$ cat config.mk
export PLATFORM = sky130hd
export DESIGN_NAME = framed_packet_receiver_crc_check_top
export DESIGN_NICKNAME = d
export VERILOG_FILES = /design/src/rtl/core/fprx_pkg.sv /design/src/rtl/core/framed_packet_receiver_crc_check_top.sv /design/src/rtl/core/fprx_front.sv /design/src/rtl/core/fprx_queue.sv /design/src/rtl/core/fprx_back.sv
export VERILOG_INCLUDE_DIRS = /design/src /design/src/rtl/core
export SDC_FILE = /design/constraint.sdc
export NUM_CORES = 1
export LEC_CHECK = 0
export ABC_AREA = 1
export BUFFER_PORTS_ARGS = -buffer_cell sky130_fd_sc_hd__buf_2
export CORE_ASPECT_RATIO = 0.5
export CORE_MARGIN = 3
export CORE_UTILIZATION = 55
export CTS_CLUSTER_DIAMETER = 80
export CTS_CLUSTER_SIZE = 12
export DETAILED_ROUTE_END_ITERATION = 16
export PLACE_DENSITY = 0.76
export SYNTH_ARGS = -nofsm -noshare
export SYNTH_HDL_FRONTEND = slang
export SYNTH_SLANG_ARGS = --single-unit
$ cat constraint.sdc
create_clock -name clk_i -period 3.3 [get_ports clk_i]
set_input_delay 0.495 -clock clk_i [delete_from_list [all_inputs] [get_ports clk_i]]
set_output_delay 0.495 -clock clk_i [all_outputs]
set_load 0.02 [all_outputs]
$ cat src/rtl/core/assert_macros.svh
// Assertion helper macros
`ifndef ASSERT_MACROS_SVH
`define ASSERT_MACROS_SVH
`ifndef NO_ASSERTIONS
`define ASSERT_CLK(label, clk, rstn, prop) \
  label: assert property (@(posedge clk) disable iff (!rstn) prop) \
    else $error("assertion failed");
`define ASSERT_NEVER(label, clk, rstn, expr) \
  label: assert property (@(posedge clk) disable iff (!rstn) !(expr)) \
    else $error("forbidden condition");
`else
`define ASSERT_CLK(label, clk, rstn, prop)
`define ASSERT_NEVER(label, clk, rstn, expr)
`endif
`endif

$ cat src/rtl/core/fprx_pkg.sv
// ----------------------------------------------------------------------------
// fprx_pkg
// Shared types and constants of the framed packet receiver.
// ----------------------------------------------------------------------------
package fprx_pkg;
  localparam logic [7:0]  Hdr0     = 8'h55;
  localparam logic [7:0]  Hdr1     = 8'hAA;
  localparam logic [7:0]  CmdShort = 8'h02;
  localparam logic [7:0]  CmdLong  = 8'h08;
  localparam logic [4:0]  ShortLen = 5'd13;
  localparam logic [4:0]  LongLen  = 5'd19;
  localparam logic [15:0] CrcPoly  = 16'h1021;
  localparam logic [15:0] CrcInit  = 16'hFFFF;
  localparam int unsigned QDepth   = 2;

  localparam logic [1:0] CfgHand  = 2'd0;
  localparam logic [1:0] CfgUpper = 2'd1;
  localparam logic [1:0] CfgLower = 2'd2;

  typedef enum logic [1:0] {PhHunt, PhSecond, PhData} phase_e;

  typedef enum logic [2:0] {
    StHand = 3'd0, StUpper = 3'd1, StLower = 3'd2, StCrcBad = 3'd3, StIgnored = 3'd4
  } status_e;

  typedef enum logic [1:0] {KShort, KUpper, KLower, KNone} kind_e;

  // classified frame handed from front to back
  typedef struct packed {
    kind_e      kind;
    logic       crc_ok;
    logic [7:0] b9;
    logic [7:0] b10;
    logic [7:0] b13;
    logic [7:0] b15;
    logic [7:0] b16;
  } frame_t;

  function automatic logic [15:0] crc_byte(logic [15:0] crc, logic [7:0] b);
    logic [15:0] c;
    c = crc ^ {b, 8'h00};
    for (int k = 0; k < 8; k++) begin
      c = c[15] ? ((c << 1) ^ CrcPoly) : (c << 1);
    end
    return c;
  endfunction
endpackage

$ cat src/rtl/core/framed_packet_receiver_crc_check_top.sv
// ----------------------------------------------------------------------------
// framed_packet_receiver_crc_check_top
// Framed byte receiver with CRC-16/CCITT check and status reporting.
// ----------------------------------------------------------------------------
// One byte accepted per cycle while full is low; the front steps CRC and frame
// state each byte. On the last frame byte the front writes the queue; the back
// loads its output register from it once that register is free or popped.
// full rises only when the queue holds two frames while the output register is
// occupied. Reset (async, active low) sets phase to hunt and CRC to 0xFFFF,
// clears stored values and queue, restores default addresses 0x0a, 0x06, 0x07.
module framed_packet_receiver_crc_check_top import fprx_pkg::*; (
  input  logic       clk_i,
  input  logic       rst_ni,
  input  logic       push,
  output logic       full,
  input  logic [7:0] rx_byte_i,
  output logic       empty,
  input  logic       pop,
  input  logic       cfg_we_i,
  input  logic [1:0] cfg_idx_i,
  input  logic [7:0] cfg_data_i,
  output logic [2:0] frame_status_o,
  output logic [7:0] hand_param_first_o,
  output logic [7:0] hand_param_second_o,
  output logic [1:0] percussion_level_o,
  output logic [1:0] unit_knead_o,
  output logic [1:0] unit_walk_o,
  output logic       unit_limit_up_o,
  output logic       unit_limit_down_o,
  output logic [1:0] unit_error_o
);
  logic [7:0] hand_q, upper_q, lower_q;
  logic       frm_valid, q_full, q_empty, q_rd, acc;
  frame_t     frm, q_data;

  assign full = q_full;
  assign acc  = push && !q_full;

  always_ff @(posedge clk_i or negedge rst_ni) begin
    if (!rst_ni) begin
      hand_q  <= 8'h0a;
      upper_q <= 8'h06;
      lower_q <= 8'h07;
    end else if (cfg_we_i) begin
      unique case (cfg_idx_i)
        CfgHand:  hand_q  <= cfg_data_i;
        CfgUpper: upper_q <= cfg_data_i;
        CfgLower: lower_q <= cfg_data_i;
        default:  ;
      endcase
    end
  end

  fprx_front u_front (
    .clk_i, .rst_ni,
    .in_valid_i   (acc),
    .rx_byte_i,
    .hand_addr_i  (hand_q),
    .upper_addr_i (upper_q),
    .lower_addr_i (lower_q),
    .frm_valid_o  (frm_valid),
    .frm_o        (frm)
  );

  fprx_queue u_queue (
    .clk_i, .rst_ni,
    .wr_i    (frm_valid),
    .wdata_i (frm),
    .full_o  (q_full),
    .rd_i    (q_rd),
    .empty_o (q_empty),
    .rdata_o (q_data)
  );

  fprx_back u_back (
    .clk_i, .rst_ni,
    .q_empty_i (q_empty),
    .frm_i     (q_data),
    .q_rd_o    (q_rd),
    .empty_o   (empty),
    .pop_i     (pop),
    .frame_status_o,
    .hand_param_first_o,
    .hand_param_second_o,
    .percussion_level_o,
    .unit_knead_o,
    .unit_walk_o,
    .unit_limit_up_o,
    .unit_limit_down_o,
    .unit_error_o
  );
endmodule

$ cat src/rtl/core/fprx_front.sv
// ----------------------------------------------------------------------------
// fprx_front
// Header hunt, frame capture, CRC and frame classification.
// ----------------------------------------------------------------------------
`include "assert_macros.svh"

module fprx_front import fprx_pkg::*; (
  input  logic       clk_i,
  input  logic       rst_ni,
  input  logic       in_valid_i,
  input  logic [7:0] rx_byte_i,
  input  logic [7:0] hand_addr_i,
  input  logic [7:0] upper_addr_i,
  input  logic [7:0] lower_addr_i,
  output logic       frm_valid_o,
  output frame_t     frm_o
);
  phase_e      phase_q, phase_d;
  logic [4:0]  cnt_q, cnt_d;
  logic [15:0] crc_q, crc_d;
  logic [7:0]  src_q, cmd_q, b9_q, b10_q, b13_q, b15_q, b16_q, crclo_q;
  logic [4:0]  len;
  logic        len_ok, fin;
  logic [15:0] crc_nx;

  assign crc_nx = crc_byte(crc_q, rx_byte_i);

  always_comb begin
    len_ok = 1'b0;
    len    = LongLen;
    if (cmd_q == CmdShort) begin
      len_ok = 1'b1;
      len    = ShortLen;
    end else if (cmd_q == CmdLong) begin
      len_ok = 1'b1;
    end
  end

  // next state
  always_comb begin
    phase_d = phase_q;
    cnt_d   = cnt_q;
    crc_d   = crc_q;
    fin     = 1'b0;
    if (in_valid_i) begin
      unique case (phase_q)
        PhHunt: if (rx_byte_i == Hdr0) begin
          crc_d   = crc_byte(CrcInit, rx_byte_i);
          phase_d = PhSecond;
        end
        PhSecond: if (rx_byte_i == Hdr1) begin
          crc_d   = crc_nx;
          cnt_d   = 5'd2;
          phase_d = PhData;
        end
        PhData: begin
          cnt_d = cnt_q + 5'd1;
          if (cnt_q >= 5'd8 && !len_ok) begin
            phase_d = PhHunt;
          end else begin
            if (cnt_q < 5'd9 || (cnt_q + 5'd2) < len) crc_d = crc_nx;
            if (cnt_q >= 5'd8 && cnt_q + 5'd1 == len) begin
              fin     = 1'b1;
              phase_d = PhHunt;
            end
          end
        end
        default: phase_d = PhHunt;
      endcase
    end
  end

  // outputs
  always_comb begin
    frm_valid_o   = fin;
    frm_o.crc_ok  = (crclo_q == crc_q[7:0]) && (rx_byte_i == crc_q[15:8]);
    frm_o.b9      = b9_q;
    frm_o.b10     = b10_q;
    frm_o.b13     = b13_q;
    frm_o.b15     = b15_q;
    frm_o.b16     = (len == ShortLen) ? 8'h00 : b16_q;
    if (len == ShortLen) begin
      frm_o.kind = (src_q == hand_addr_i) ? KShort : KNone;
    end else if (src_q == upper_addr_i) begin
      frm_o.kind = KUpper;
    end else if (src_q == lower_addr_i) begin
      frm_o.kind = KLower;
    end else begin
      frm_o.kind = KNone;
    end
  end

  always_ff @(posedge clk_i or negedge rst_ni) begin
    if (!rst_ni) begin
      phase_q <= PhHunt;
      cnt_q   <= '0;
      crc_q   <= CrcInit;
    end else begin
      phase_q <= phase_d;
      cnt_q   <= cnt_d;
      crc_q   <= crc_d;
    end
  end

  // payload capture of the byte offsets that matter
  always_ff @(posedge clk_i) begin
    if (in_valid_i && phase_q == PhData) begin
      if (cnt_q == 5'd2)  src_q <= rx_byte_i;
      if (cnt_q == 5'd7)  cmd_q <= rx_byte_i;
      if (cnt_q == 5'd9)  b9_q  <= rx_byte_i;
      if (cnt_q == 5'd10) b10_q <= rx_byte_i;
      if (cnt_q == 5'd13) b13_q <= rx_byte_i;
      if (cnt_q == 5'd15) b15_q <= rx_byte_i;
      if (cnt_q == 5'd16) b16_q <= rx_byte_i;
      if (cnt_q + 5'd2 == len) crclo_q <= rx_byte_i;
    end
  end

  `ASSERT_CLK(a_cnt_range, clk_i, rst_ni, cnt_q <= LongLen)
  `ASSERT_CLK(a_fin_hunt, clk_i, rst_ni, fin |=> phase_q == PhHunt)
  `ASSERT_NEVER(a_fin_phase, clk_i, rst_ni, fin && phase_q != PhData)
endmodule

$ cat src/rtl/core/fprx_queue.sv
// ----------------------------------------------------------------------------
// fprx_queue
// Small queue of classified frames between front and back.
// ----------------------------------------------------------------------------
`include "assert_macros.svh"

module fprx_queue import fprx_pkg::*; (
  input  logic   clk_i,
  input  logic   rst_ni,
  input  logic   wr_i,
  input  frame_t wdata_i,
  output logic   full_o,
  input  logic   rd_i,
  output logic   empty_o,
  output frame_t rdata_o
);
  frame_t     mem_q [QDepth];
  logic       wp_q, rp_q;
  logic [1:0] n_q;

  assign full_o  = n_q == 2'(QDepth);
  assign empty_o = n_q == 2'd0;
  assign rdata_o = mem_q[rp_q];

  always_ff @(posedge clk_i or negedge rst_ni) begin
    if (!rst_ni) begin
      wp_q <= 1'b0;
      rp_q <= 1'b0;
      n_q  <= '0;
    end else begin
      if (wr_i) wp_q <= ~wp_q;
      if (rd_i) rp_q <= ~rp_q;
      n_q <= n_q + 2'(wr_i) - 2'(rd_i);
    end
  end

  always_ff @(posedge clk_i) begin
    if (wr_i) mem_q[wp_q] <= wdata_i;
  end

  `ASSERT_NEVER(a_no_ovf, clk_i, rst_ni, wr_i && full_o)
  `ASSERT_NEVER(a_no_udf, clk_i, rst_ni, rd_i && empty_o)
  `ASSERT_CLK(a_cnt, clk_i, rst_ni, n_q <= 2'(QDepth))
endmodule

$ cat src/rtl/core/fprx_back.sv
// ----------------------------------------------------------------------------
// fprx_back
// Applies classified frames to the stored values and builds the status.
// ----------------------------------------------------------------------------
`include "assert_macros.svh"

module fprx_back import fprx_pkg::*; (
  input  logic       clk_i,
  input  logic       rst_ni,
  input  logic       q_empty_i,
  input  frame_t     frm_i,
  output logic       q_rd_o,
  output logic       empty_o,
  input  logic       pop_i,
  output logic [2:0] frame_status_o,
  output logic [7:0] hand_param_first_o,
  output logic [7:0] hand_param_second_o,
  output logic [1:0] percussion_level_o,
  output logic [1:0] unit_knead_o,
  output logic [1:0] unit_walk_o,
  output logic       unit_limit_up_o,
  output logic       unit_limit_down_o,
  output logic [1:0] unit_error_o
);
  logic [15:0] hand_q;
  logic [1:0]  perc_q;
  logic        ov_q;
  logic [2:0]  st_q;
  logic [7:0]  unit_q, unit_d;
  status_e     st_d;

  assign q_rd_o  = !q_empty_i && (!ov_q || pop_i);
  assign empty_o = !ov_q;

  always_comb begin
    unit_d = '0;
    st_d   = StIgnored;
    if (!frm_i.crc_ok) begin
      st_d = StCrcBad;
    end else begin
      unique case (frm_i.kind)
        KShort: st_d = StHand;
        KUpper: begin
          st_d   = StUpper;
          unit_d = {frm_i.b16[1:0], frm_i.b15[1], frm_i.b15[0],
                    frm_i.b13[3:2], frm_i.b10[1:0]};
        end
        KLower: begin
          st_d   = StLower;
          unit_d = {frm_i.b16[3:2], frm_i.b15[3], frm_i.b15[2],
                    frm_i.b13[5:4], frm_i.b10[3:2]};
        end
        default: st_d = StIgnored;
      endcase
    end
  end

  always_ff @(posedge clk_i or negedge rst_ni) begin
    if (!rst_ni) begin
      hand_q <= '0;
      perc_q <= '0;
      ov_q   <= 1'b0;
      st_q   <= '0;
      unit_q <= '0;
    end else begin
      if (q_rd_o) begin
        ov_q   <= 1'b1;
        st_q   <= st_d;
        unit_q <= unit_d;
        if (st_d == StHand) hand_q <= {frm_i.b9, frm_i.b10};
        if (st_d == StUpper || st_d == StLower) perc_q <= frm_i.b10[5:4];
      end else if (pop_i) begin
        ov_q <= 1'b0;
      end
    end
  end

  // stored values as of this result: later frames are not yet applied
  assign frame_status_o      = st_q;
  assign hand_param_first_o  = hand_q[15:8];
  assign hand_param_second_o = hand_q[7:0];
  assign percussion_level_o  = perc_q;
  assign unit_knead_o        = unit_q[1:0];
  assign unit_walk_o         = unit_q[3:2];
  assign unit_limit_up_o     = unit_q[4];
  assign unit_limit_down_o   = unit_q[5];
  assign unit_error_o        = unit_q[7:6];

  `ASSERT_CLK(a_st_range, clk_i, rst_ni, ov_q |-> st_q <= 3'd4)
  `ASSERT_CLK(a_unit_zero, clk_i, rst_ni, (ov_q && (st_q == StHand || st_q == StCrcBad || st_q == StIgnored)) |-> unit_q == 8'h00)
  `ASSERT_CLK(a_hold, clk_i, rst_ni, (ov_q && !pop_i) |=> ov_q && $stable(st_q))
endmodule
## After elaboration in Yosys (flattened, before gate mapping)

Memories as Yosys holds them, arrays and structs flattened.
Cells that the tools add are included.

| word-level totals | value |
|---|---|
| flip-flop bits (word level) | 145 |
| RAM bits | 86 |
| bits of input ports | 23 |
| output and inout port bits | 31 |
| word-level logic and storage cells | 168 |
| memories kept | 1 |

| operators by class | value |
|---|---|
| add/sub/neg operators | 4 |
| $lt $le $gt $ge | 3 |
| eq/ne operators | 33 |
| muxes and demuxes | 48 |
| bitwise gates (word level) | 20 |
| reductions and logical operators | 37 |

Memories:

| name | depth | bits a word | read ports | clocked after Yosys merged registers in | wr ports | RTL line | source |
|---|---|---|---|---|---|---|---|
| u_queue.mem_q | 2 | 43 | 1 | 0 | 1 | fprx_queue.sv:17 | `frame_t mem_q [QDepth];` |

Operator list:

| cell | count |
|---|---|
| 13-bit 2-to-1 mux | 16 |
| 16-bit 2-to-1 mux | 4 |
| 3-bit NOT | 16 |
| 16-bit case mux with 3 select lines | 1 |
| 8-bit == test | 5 |
| 2-bit AND reduction | 13 |
| 5-bit by 4-bit == test with 1-bit output (second input constant) | 5 |
| 8-bit 2-to-1 mux | 2 |
| 16-bit NOT | 1 |
| 8-bit case mux with 2 select lines | 1 |
| 16-bit XOR | 1 |
| 2-bit 2-to-1 mux | 7 |
| 1-bit 2-to-1 mux | 11 |
| 5-bit == test | 2 |
| 5-bit 2-to-1 mux | 2 |
| 5-bit case mux with 2 select lines | 1 |
| 3-bit case mux with 3 select lines | 1 |
| 2-bit == test (second input constant) | 4 |
| 8-bit by 2-bit == test with 1-bit output (second input constant) | 1 |
| 8-bit by 4-bit == test with 1-bit output (second input constant) | 1 |
| 8-bit by 7-bit == test with 1-bit output (second input constant) | 1 |
| 8-bit == test (second input constant) | 1 |
| 2-bit logical NOT | 4 |
| 2-bit by 1-bit == test with 1-bit output (second input constant) | 3 |
| 27 further kinds | 41 |

## Longest topological paths before layout

Gate-level depths: netlist of the first run.

| depth | value |
|---|---|
| depth after elaboration | 20 |
| gate-level depth with buffers | 17 |
| depth with buffers taken out | 16 |

## Cells and area by module

Synthesis of the first run repeated with hierarchy kept, for this count alone.

| second synthesis, totals | value |
|---|---|
| cells, all modules | 972 |
| area total of the unflattened synthesis | 10448.8 um^2 |

Modules (own cells, without submodules):

| module | instances | cells each | area each (um^2) | seq. area each (um^2) |
|---|---|---|---|---|
| fprx_front | 1 | 457 | 4578.1 | 2517.4 |
| fprx_queue | 1 | 249 | 3390.8 | 2682.6 |
| fprx_back | 1 | 157 | 1416.4 | 750.7 |
| framed_packet_receiver_crc_check_top | 1 | 109 | 1063.5 | 609.3 |

## Least setup slack after synthesis of the first run

Ideal clock, no wire load.

| timing path | value |
|---|---|
| kind | register to register |
| from | register u_front.cnt_q[0] |
| to | memory u_queue.mem_q[1][0] (netlist bit) (enable) |
| setup time | 0.419 ns |
| data arrival time | 2.932 ns |
| required time | 2.881 ns |
| slack | -0.051 ns |
| cell stages (with the launch flop) | 12 |
| buffers on the path | 0 |
| clock period less this slack | 3.351 ns |
| path through | dfrtp_1 > ha_1 > nand2_1 > nor2_1 > ha_1 > nor2_1 > nand3_1 > nand2_1 > nand3_1 > nor2_1 > inv_1 > nor2_1 |

| between the ends | value |
|---|---|
| longest elaborated chain between the ends | 9 |
| elaborated cells between the ends (all ways) | 11 |
| those cells by class | 1 x add/sub; 1 x order compare; 1 x eq/ne; 6 x mux; 2 x reduce/logical |

Ends and longest elaborated chain:

| element | RTL line | source |
|---|---|---|
| start: declaration | fprx_front.sv:19 | `logic [4:0] cnt_q, cnt_d;` |
| start signal: assignment | fprx_front.sv:100 | `cnt_q <= cnt_d;` |
| 5-bit by 1-bit adder with 5-bit output | fprx_front.sv:62 | `if (cnt_q >= 5'd8 && cnt_q + 5'd1 == len) begin` |
| 5-bit == test | fprx_front.sv:62 |  |
| 1-bit logical AND | fprx_front.sv:62 |  |
| 1-bit 2-to-1 mux | fprx_front.sv:62 |  |
| 1-bit 2-to-1 mux (*) | fprx_front.sv:58 | `if (cnt_q >= 5'd8 && !len_ok) begin` |
| 1-bit 2-to-1 mux (*) | fprx_front.sv:46 | `unique case (phase_q)` |
| 1-bit 2-to-1 mux (*) | fprx_front.sv:45 | `if (in_valid_i) begin` |
| 1-bit 2-to-1 mux (*) | fprx_queue.sv:38 | `if (wr_i) mem_q[wp_q] <= wdata_i;` |
| 1-bit 2-to-1 mux (implied by the code) (*) | fprx_queue.sv:38 |  |
| end: declaration | fprx_queue.sv:17 |  |

Mark *: on every way between the ends. The rest lies on a longest branch, timed or not.

## Worst setup path after layout of the first run

| timing path | value |
|---|---|
| from | register u_front.cnt_q[0] |
| to | memory u_queue.mem_q[1][18] (netlist bit) (enable) |

Same word-level chain as after synthesis.

==> results.py, run 1 <==
metrics = {
    "status": {
        "run_status": "finished, final reports clean",
    },
    "timing": {
        "report.final.slew_viol_count": 0,
        "worst_margin_pin_slew_ns": 1.08,
        "slew_limit_headroom": 0.279,
        "final_setup_viols": 0,
        "totalNegativeSetupSlack_ns": 0,
        "grt_setup_unrepaired": "false",
        "timing.final.crit_share": 0.808,
        "period_minus_slack_ns": 2.67,
        "fin_skew_ns": 0.0203,
        "finalHoldViolCount": 0,
        "timing.hold.ws_ns": 0.189,
        "final_critical_path_setup_slack_ns": 0.634,
        "achievable-frequency_mhz": 375,
    },
    "floorplan": {
        "design.portCount": 54,
        "placementRows": 31,
        "starting_density_of_the_core": 0.579,
        "standard_cell_core_area_mm2": 0.0149,
        "area_enclosed_by_the_die_boundary_mm2": 0.0173,
        "die_height_um": 94.4,
        "die_w_um": 183,
    },
    "critical_path": {
        "critical_path_arrival_ns": 2.74,
        "critical_path_required_ns": 3.37,
        "cp-start-kind": "register",
        "worstSetupPathType": "reg -> reg",
        "critPathMaxFanout": 31,
        "critical_path_endpoint_category": "register",
    },
    "grt": {
        "grt_antenna_before_repair": 0,
        "grt_util_all_layers": 0.209,
        "first_global_vias": 5544,
        "grt_pass1_wl_mm": 28.0,
        "grt_start_max_net_pins": 82,
        "globalRouteOverflowTotal": 0,
    },
    "synth": {
        "syn_area_per_cell_um2": 10.9,
        "synthDistinctLibCells": 37,
        "syn-num-nets": 833,
        "post_synth_inst_count": 790,
        "synthDominantAreaCellType": "edfxtp_1",
        "ys_ff_latch": 195,
        "post_synth_instance_area_mm2": 0.00860,
        "synth-async-reset-ratio": 0.415,
        "post_synth_main_area_contributors": "edfxtp_1, dfrtp_1, nand2_1",
        "synth_enable_flop_cells": 114,
        "ys_warn_count": 0,
        "dominantRegCellSynth": "edfxtp_1",
        "netlist.area_leader.share": 0.398,
        "synth_seq_area_share": 0.637,
    },
    "placed_design": {
        "gp_congestion": 0.899,
        "dp_cells": 1034,
        "area_post_placement_mm2": 0.00912,
        "placement.io_buffers": 53,
        "dp_hpwl_mm": 11.6,
        "place_worst_setup_slack_ns": 0.665,
    },
    "route": {
        "wl_per_cell_um": 16.2,
        "route.detailed.vias_per_inst": 5.39,
        "dr.max_layer_used": "met4",
        "num_vias": 5743,
        "wl_met1_mm": 8.13,
        "route.met3.wl_mm": 1.10,
        "met2_length_mm": 7.82,
        "drt.antenna.violating_nets": 0,
        "first_pass_iters": 5,
        "routed_wl_mm": 17.3,
        "detail_route.iter0.violations": 635,
        "drc": 0,
    },
    "clocking": {
        "cts.path.max_buffers": 2,
        "tritoncts_clock_tree": "yes",
        "clkSlewWorstSetupHoldPaths_ns": 0.08,
        "post-cts-setup-buffers": 0,
        "cts_num_sinks": 195,
        "worst_skew_pair.late_latency_ns": 0.43,
        "clock_h_tree_levels": 4,
        "tritoncts.num_buffers": 17,
        "cts-resized-gates": 0,
        "cts_hold_repair.buffers": 0,
        "cts_root_buf": "clkbuf_16",
    },
    "final_layout": {
        "finish.instance_area_mm2": 0.00971,
        "num-nets-final": 898,
        "ff_latch_area_mm2": 0.00548,
        "final_util": 0.654,
        "final_cell_mix": "nand2_1, edfxtp_1, inv_1",
        "post_route_cells_drive_above_1_share": 0.160,
        "synthToLayoutAreaGrowth_pct": 13.0,
        "layout.cells.most_common": "nand2_1",
        "diodes": 0,
        "multi_input_comb_area_mm2": 0.00274,
        "final_cells": 1066,
        "nFillCells": 1107,
    },
    "pwr": {
        "internal_power_mw": 4.92,
        "p_switching_mw": 2.89,
        "cellPowerDensity_mw_per_mm2": 805,
        "power.sequential.fraction": 0.421,
        "power_mw": 7.82,
        "total_leakage_power_nw": 4.10,
        "vdd_ir_drop_max_uv": 510,
        "clockPowerShare": 0.260,
        "power.share.combinational": 0.319,
        "netSwitchingFraction": 0.370,
    },
    "min_path": {
        "hold_path_class": "in -> async",
    },
    "flow_run": {
        "cap_violations": 0,
    },
}
[Yosys cell counts (3+ instances only)]
| cell type | number |
|---|---|
| a31oi_1 | 12 |
| a21oi_1 | 13 |
| or2_2 | 3 |
| edfxtp_1 | 114 |
| nand2_1 | 169 |
| dfrtp_1 | 58 |
| o22ai_1 | 11 |
| clkbuf_1 | 11 |
| nand2_2 | 5 |
| buf_2 | 5 |
| inv_1 | 74 |
| nand3_1 | 37 |
| a32o_1 | 6 |
| xor2_1 | 27 |
| nor2_1 | 74 |
| mux2i_1 | 4 |
| nor4_1 | 10 |
| xnor2_1 | 30 |
| ha_1 | 20 |
| nand4_1 | 8 |
| dfstp_2 | 23 |
| o21ai_0 | 55 |
[state kept, by name, indices dropped and copies added (netlist names), 5 cells and up]
name and flops:
u_front.crclo_q 8, u_front.b9_q 8, u_front.cmd_q 8, upper_q 8, u_front.crc_q 16, u_back.unit_q 8, hand_q 8, u_front.src_q 8
u_front.b10_q 8, u_front.cnt_q 5, u_back.hand_q 16, lower_q 8, u_queue.mem_q 62
[critical path, stage by stage (launching register included)]
cell	delay, ns
dfrtp_1	0.44
ha_1	0.25
nand2_1	0.09
nor2_1	0.05
ha_1	0.33
nor2_1	0.12
nand3_1	0.08
nand2_1	0.07
nand3_1	0.09
nor2_1	0.23
inv_1	0.11
nor2_2	0.08
buf_4	0.37
[power by group through the flow]
stage	combinational, mW	clock, mW	sequential, mW
2_1_floorplan	1.72	0	3.43
3_3_place_gp	2.40	0	3.32
3_5_place_dp	2.47	0	3.33
4_1_cts	2.49	2.07	3.29
5_1_grt	2.81	2.17	3.33
6_report	2.49	2.03	3.29
[cell type report]
type                            instances  share of cell area
Clock buffer                           18              0.0452
Clock inverter                         14              0.0161
Inverter                               75              0.0290
Multi-Input combinational cell        500               0.282
Sequential cell                       195               0.564
Tap cell                              198              0.0255
Timing Repair Buffer                   66              0.0376
[metal layers]
| metal | GRT usage | vias to the layer above |
|---|---|---|
| met5 | 0 | - |
| met4 | 0.0635 | 0 |
| li1 | - | 2798 |
| met1 | 0.296 | 2731 |
| met2 | 0.336 | 193 |
| met3 | 0.0366 | 21 |
[logic make-up after synthesis]
family / after synthesis / synth area share
AO/OA/AOI/OAI: 102 / 0.0678
XOR/XNOR: 57 / 0.0581
adder cells (fa/ha/maj): 20 / 0.0291
buffers and inverters: 95 / 0.0444
flip-flops: 195 / 0.637
multiplexers: 4 / 0.00466
AND/OR/NAND/NOR: 317 / 0.159
[worst paths after layout]
kind,startpoint,end,slack [ns],depth (start not counted)
setup / recovery,u_front.cnt_q[0],u_queue.mem_q[1][18],0.63,12
hold / removal,rst_ni,u_queue.n_q[1],0.19,1
setup reg to reg,u_front.cnt_q[0],u_queue.mem_q[1][18],0.63,12
hold reg to reg,u_front.b13_q[5],u_queue.mem_q[1][21],0.45,0
max in group asynchronous,rst_ni,u_front.cnt_q[2],2.32,1
min in group clk_i,cfg_data_i[1],lower_q[1],0.32,3
Note: power is estimated with default switching activity, not from simulation.
==> run 2: changes to the inputs <==
Settings changed: CORE_UTILIZATION 55 to 60, PLACE_DENSITY 0.76 to 0.79.
Clock period 3.3 ns to 2.5 ns, I/O delays scaled along.
==> run 2 against run 1 <==
  * Clock skew shrank 0.0051 ns
  * Register-to-register slack worse by 0.50 ns
  * Critical endpoint is now u_back.hand_q[11]
  * Die area is 7.9% lower
  * Count of clock-buffer cells in the layout is 1 lower
==> results.py, run 2 (synthesis results as in run 1) <==
metrics = {
    "status": {
        "run_status": "finished, final reports clean",
    },
    "clocking": {
        "cts.path.max_buffers": 2,
        "worst_skew_pair.late_latency_ns": 0.44,
        "tritoncts.num_buffers": 17,
        "cts_hold_repair.buffers": 0,
        "tritoncts_clock_tree": "yes",
        "clkSlewWorstSetupHoldPaths_ns": 0.09,
        "cts_root_buf": "clkbuf_16",
        "cts_num_sinks": 195,
        "clock_h_tree_levels": 4,
    },
    "critical_path": {
        "setup.reg_to_reg.worst_slack_ns": 0.14,
        "worstSetupPathType": "reg -> reg",
        "worst_r2r_startpoint": "u_queue.rp_q",
        "critical_path_endpoint_category": "register",
        "regToRegEndpoint": "u_back.hand_q[11]",
        "worst_setup_path_endpoint": "u_back.hand_q[11]",
        "crit_top_cell": "inv_1",
        "cp-start-kind": "register",
        "critical_path_required_ns": 2.84,
        "critPathMaxFanout": 32,
        "r2r.worst_path.cells": 11,
        "crit_start": "u_queue.rp_q",
        "crit_slowest_cell": "dfrtp_1",
        "max_stage_delay_ns": 0.39,
        "crit_path_cells": "inv_2, or2_2, o21ai_0, inv_1, ha_1, inv_1, nand3_1, nor2_2, buf_8, nor2_1, a31oi_1",
        "critical_path_arrival_ns": 2.70,
    },
    "floorplan": {
        "starting_density_of_the_core": 0.624,
        "area_enclosed_by_the_die_boundary_mm2": 0.0159,
        "die_height_um": 90.7,
        "standard_cell_core_area_mm2": 0.0138,
        "die_w_um": 175,
        "design.portCount": 54,
        "placementRows": 30,
    },
    "placed_design": {
        "place_worst_setup_slack_ns": 0.151,
        "gp_congestion": 0.939,
        "placement.io_buffers": 53,
        "dp_hpwl_mm": 12.1,
        "area_post_placement_mm2": 0.00925,
        "dp_cells": 1041,
    },
    "final_layout": {
        "largest_register": "u_queue.mem_q",
        "post_route_cells_drive_above_1_share": 0.178,
        "final_cell_mix": "nand2_1, edfxtp_1, inv_1",
        "finish.instance_area_mm2": 0.00993,
        "final_util": 0.721,
        "diodes": 0,
        "synthToLayoutAreaGrowth_pct": 15.5,
        "final_cells": 1075,
        "top_regs": "u_queue.mem_q x62, u_back.hand_q x16, u_front.crc_q x16",
        "layout.cells.most_common": "nand2_1",
        "largest_register_ffs": 62,
        "num-nets-final": 913,
    },
    "pwr": {
        "p_switching_mw": 4.06,
        "power.sequential.fraction": 0.407,
        "power.share.combinational": 0.327,
        "power_mw": 10.7,
        "netSwitchingFraction": 0.380,
        "vdd_ir_drop_max_uv": 592,
        "total_leakage_power_nw": 4.19,
        "internal_power_mw": 6.62,
        "clockPowerShare": 0.266,
        "cellPowerDensity_mw_per_mm2": 1080,
    },
    "route": {
        "routed_wl_mm": 18.6,
        "detail_route.iter0.violations": 558,
        "drc": 0,
        "num_vias": 5946,
        "drt.antenna.violating_nets": 0,
        "route.detailed.vias_per_inst": 5.53,
        "wl_per_cell_um": 17.3,
        "first_pass_iters": 5,
    },
    "timing": {
        "timing.hold.ws_ns": 0.0491,
        "totalNegativeSetupSlack_ns": 0,
        "fin_skew_ns": 0.0152,
        "final_critical_path_setup_slack_ns": 0.137,
        "slew_limit_headroom": 0.382,
        "achievable-frequency_mhz": 423,
        "worst_margin_pin_slew_ns": 0.927,
        "report.final.slew_viol_count": 0,
        "period_minus_slack_ns": 2.36,
        "finalHoldViolCount": 0,
        "grt_setup_unrepaired": "true",
        "final_setup_viols": 0,
        "timing.final.crit_share": 0.945,
    },
    "grt": {
        "grt_antenna_before_repair": 0,
        "grt_start_max_net_pins": 70,
        "grt_util_all_layers": 0.239,
        "globalRouteOverflowTotal": 0,
        "grt_pass1_wl_mm": 29.6,
        "first_global_vias": 5799,
    },
    "min_path": {
        "hold_path_class": "in -> async",
    },
    "flow_run": {
        "cap_violations": 0,
    },
}
[run 2: area by class of cell]
class | count | area [um2]
multi-input cells | 500 | 2750
well taps | 192 | 240
repair buffers | 81 | 528
clock inverters | 15 | 218
fillers | 900 | 3850
flip-flops and latches | 195 | 5480
inverters | 75 | 285
clock buffers | 17 | 425
[run 2: worst min path at each step]
stage | from | end | slack, ns | depth (start not counted)
2_1_floorplan | rst_ni | hand_q[0] | 0.08 | 0
3_3_place_gp | u_front.b13_q[2] | u_queue.mem_q[0][18] | 0.42 | 0
3_5_place_dp | u_front.b13_q[3] | u_queue.mem_q[0][19] | 0.43 | 0
4_1_cts | rst_ni | u_back.ov_q | 0.1 | 1
5_1_grt | rst_ni | u_back.unit_q[4] | 0.13 | 1
6_report | rst_ni | u_back.unit_q[7] | 0.05 | 1
[run 2: power groups by stage]
stage | sequential (mW) | combinational [mW] | clock (mW)
final | 4.35 | 3.49 | 2.84
after global routing | 4.41 | 3.92 | 3.01
after CTS | 4.34 | 3.45 | 2.87
after detailed placement | 4.40 | 3.39 | 0
after global placement | 4.37 | 3.29 | 0
after floorplan | 4.53 | 2.28 | 0
[run 2: repair_timing]
item                                    4_1_cts  5_1_grt
endpoints found under the setup margin        0       67
resized for setup                             0        2
hold endpoints to repair                      0        0
setup buffers                                 0        1
[run 2: critical path: cells and delay by family, from the launching register on]
family	cells	cell delay, ns
AO/OA/AOI/OAI	2	0.35
adder cells (fa/ha/maj)	1	0.31
buffers and inverters	4	0.55
flip-flops	1	0.39
AND/OR/NAND/NOR	4	0.66
[run 2: per-layer routing]
layer	global-route usage	up-vias	wire length (um)
li1	-	2828	-
met3	0.0361	44	1140
met1	0.349	2839	8430
met4	0.0895	0	434
met2	0.368	235	8570
met5	0	-	0
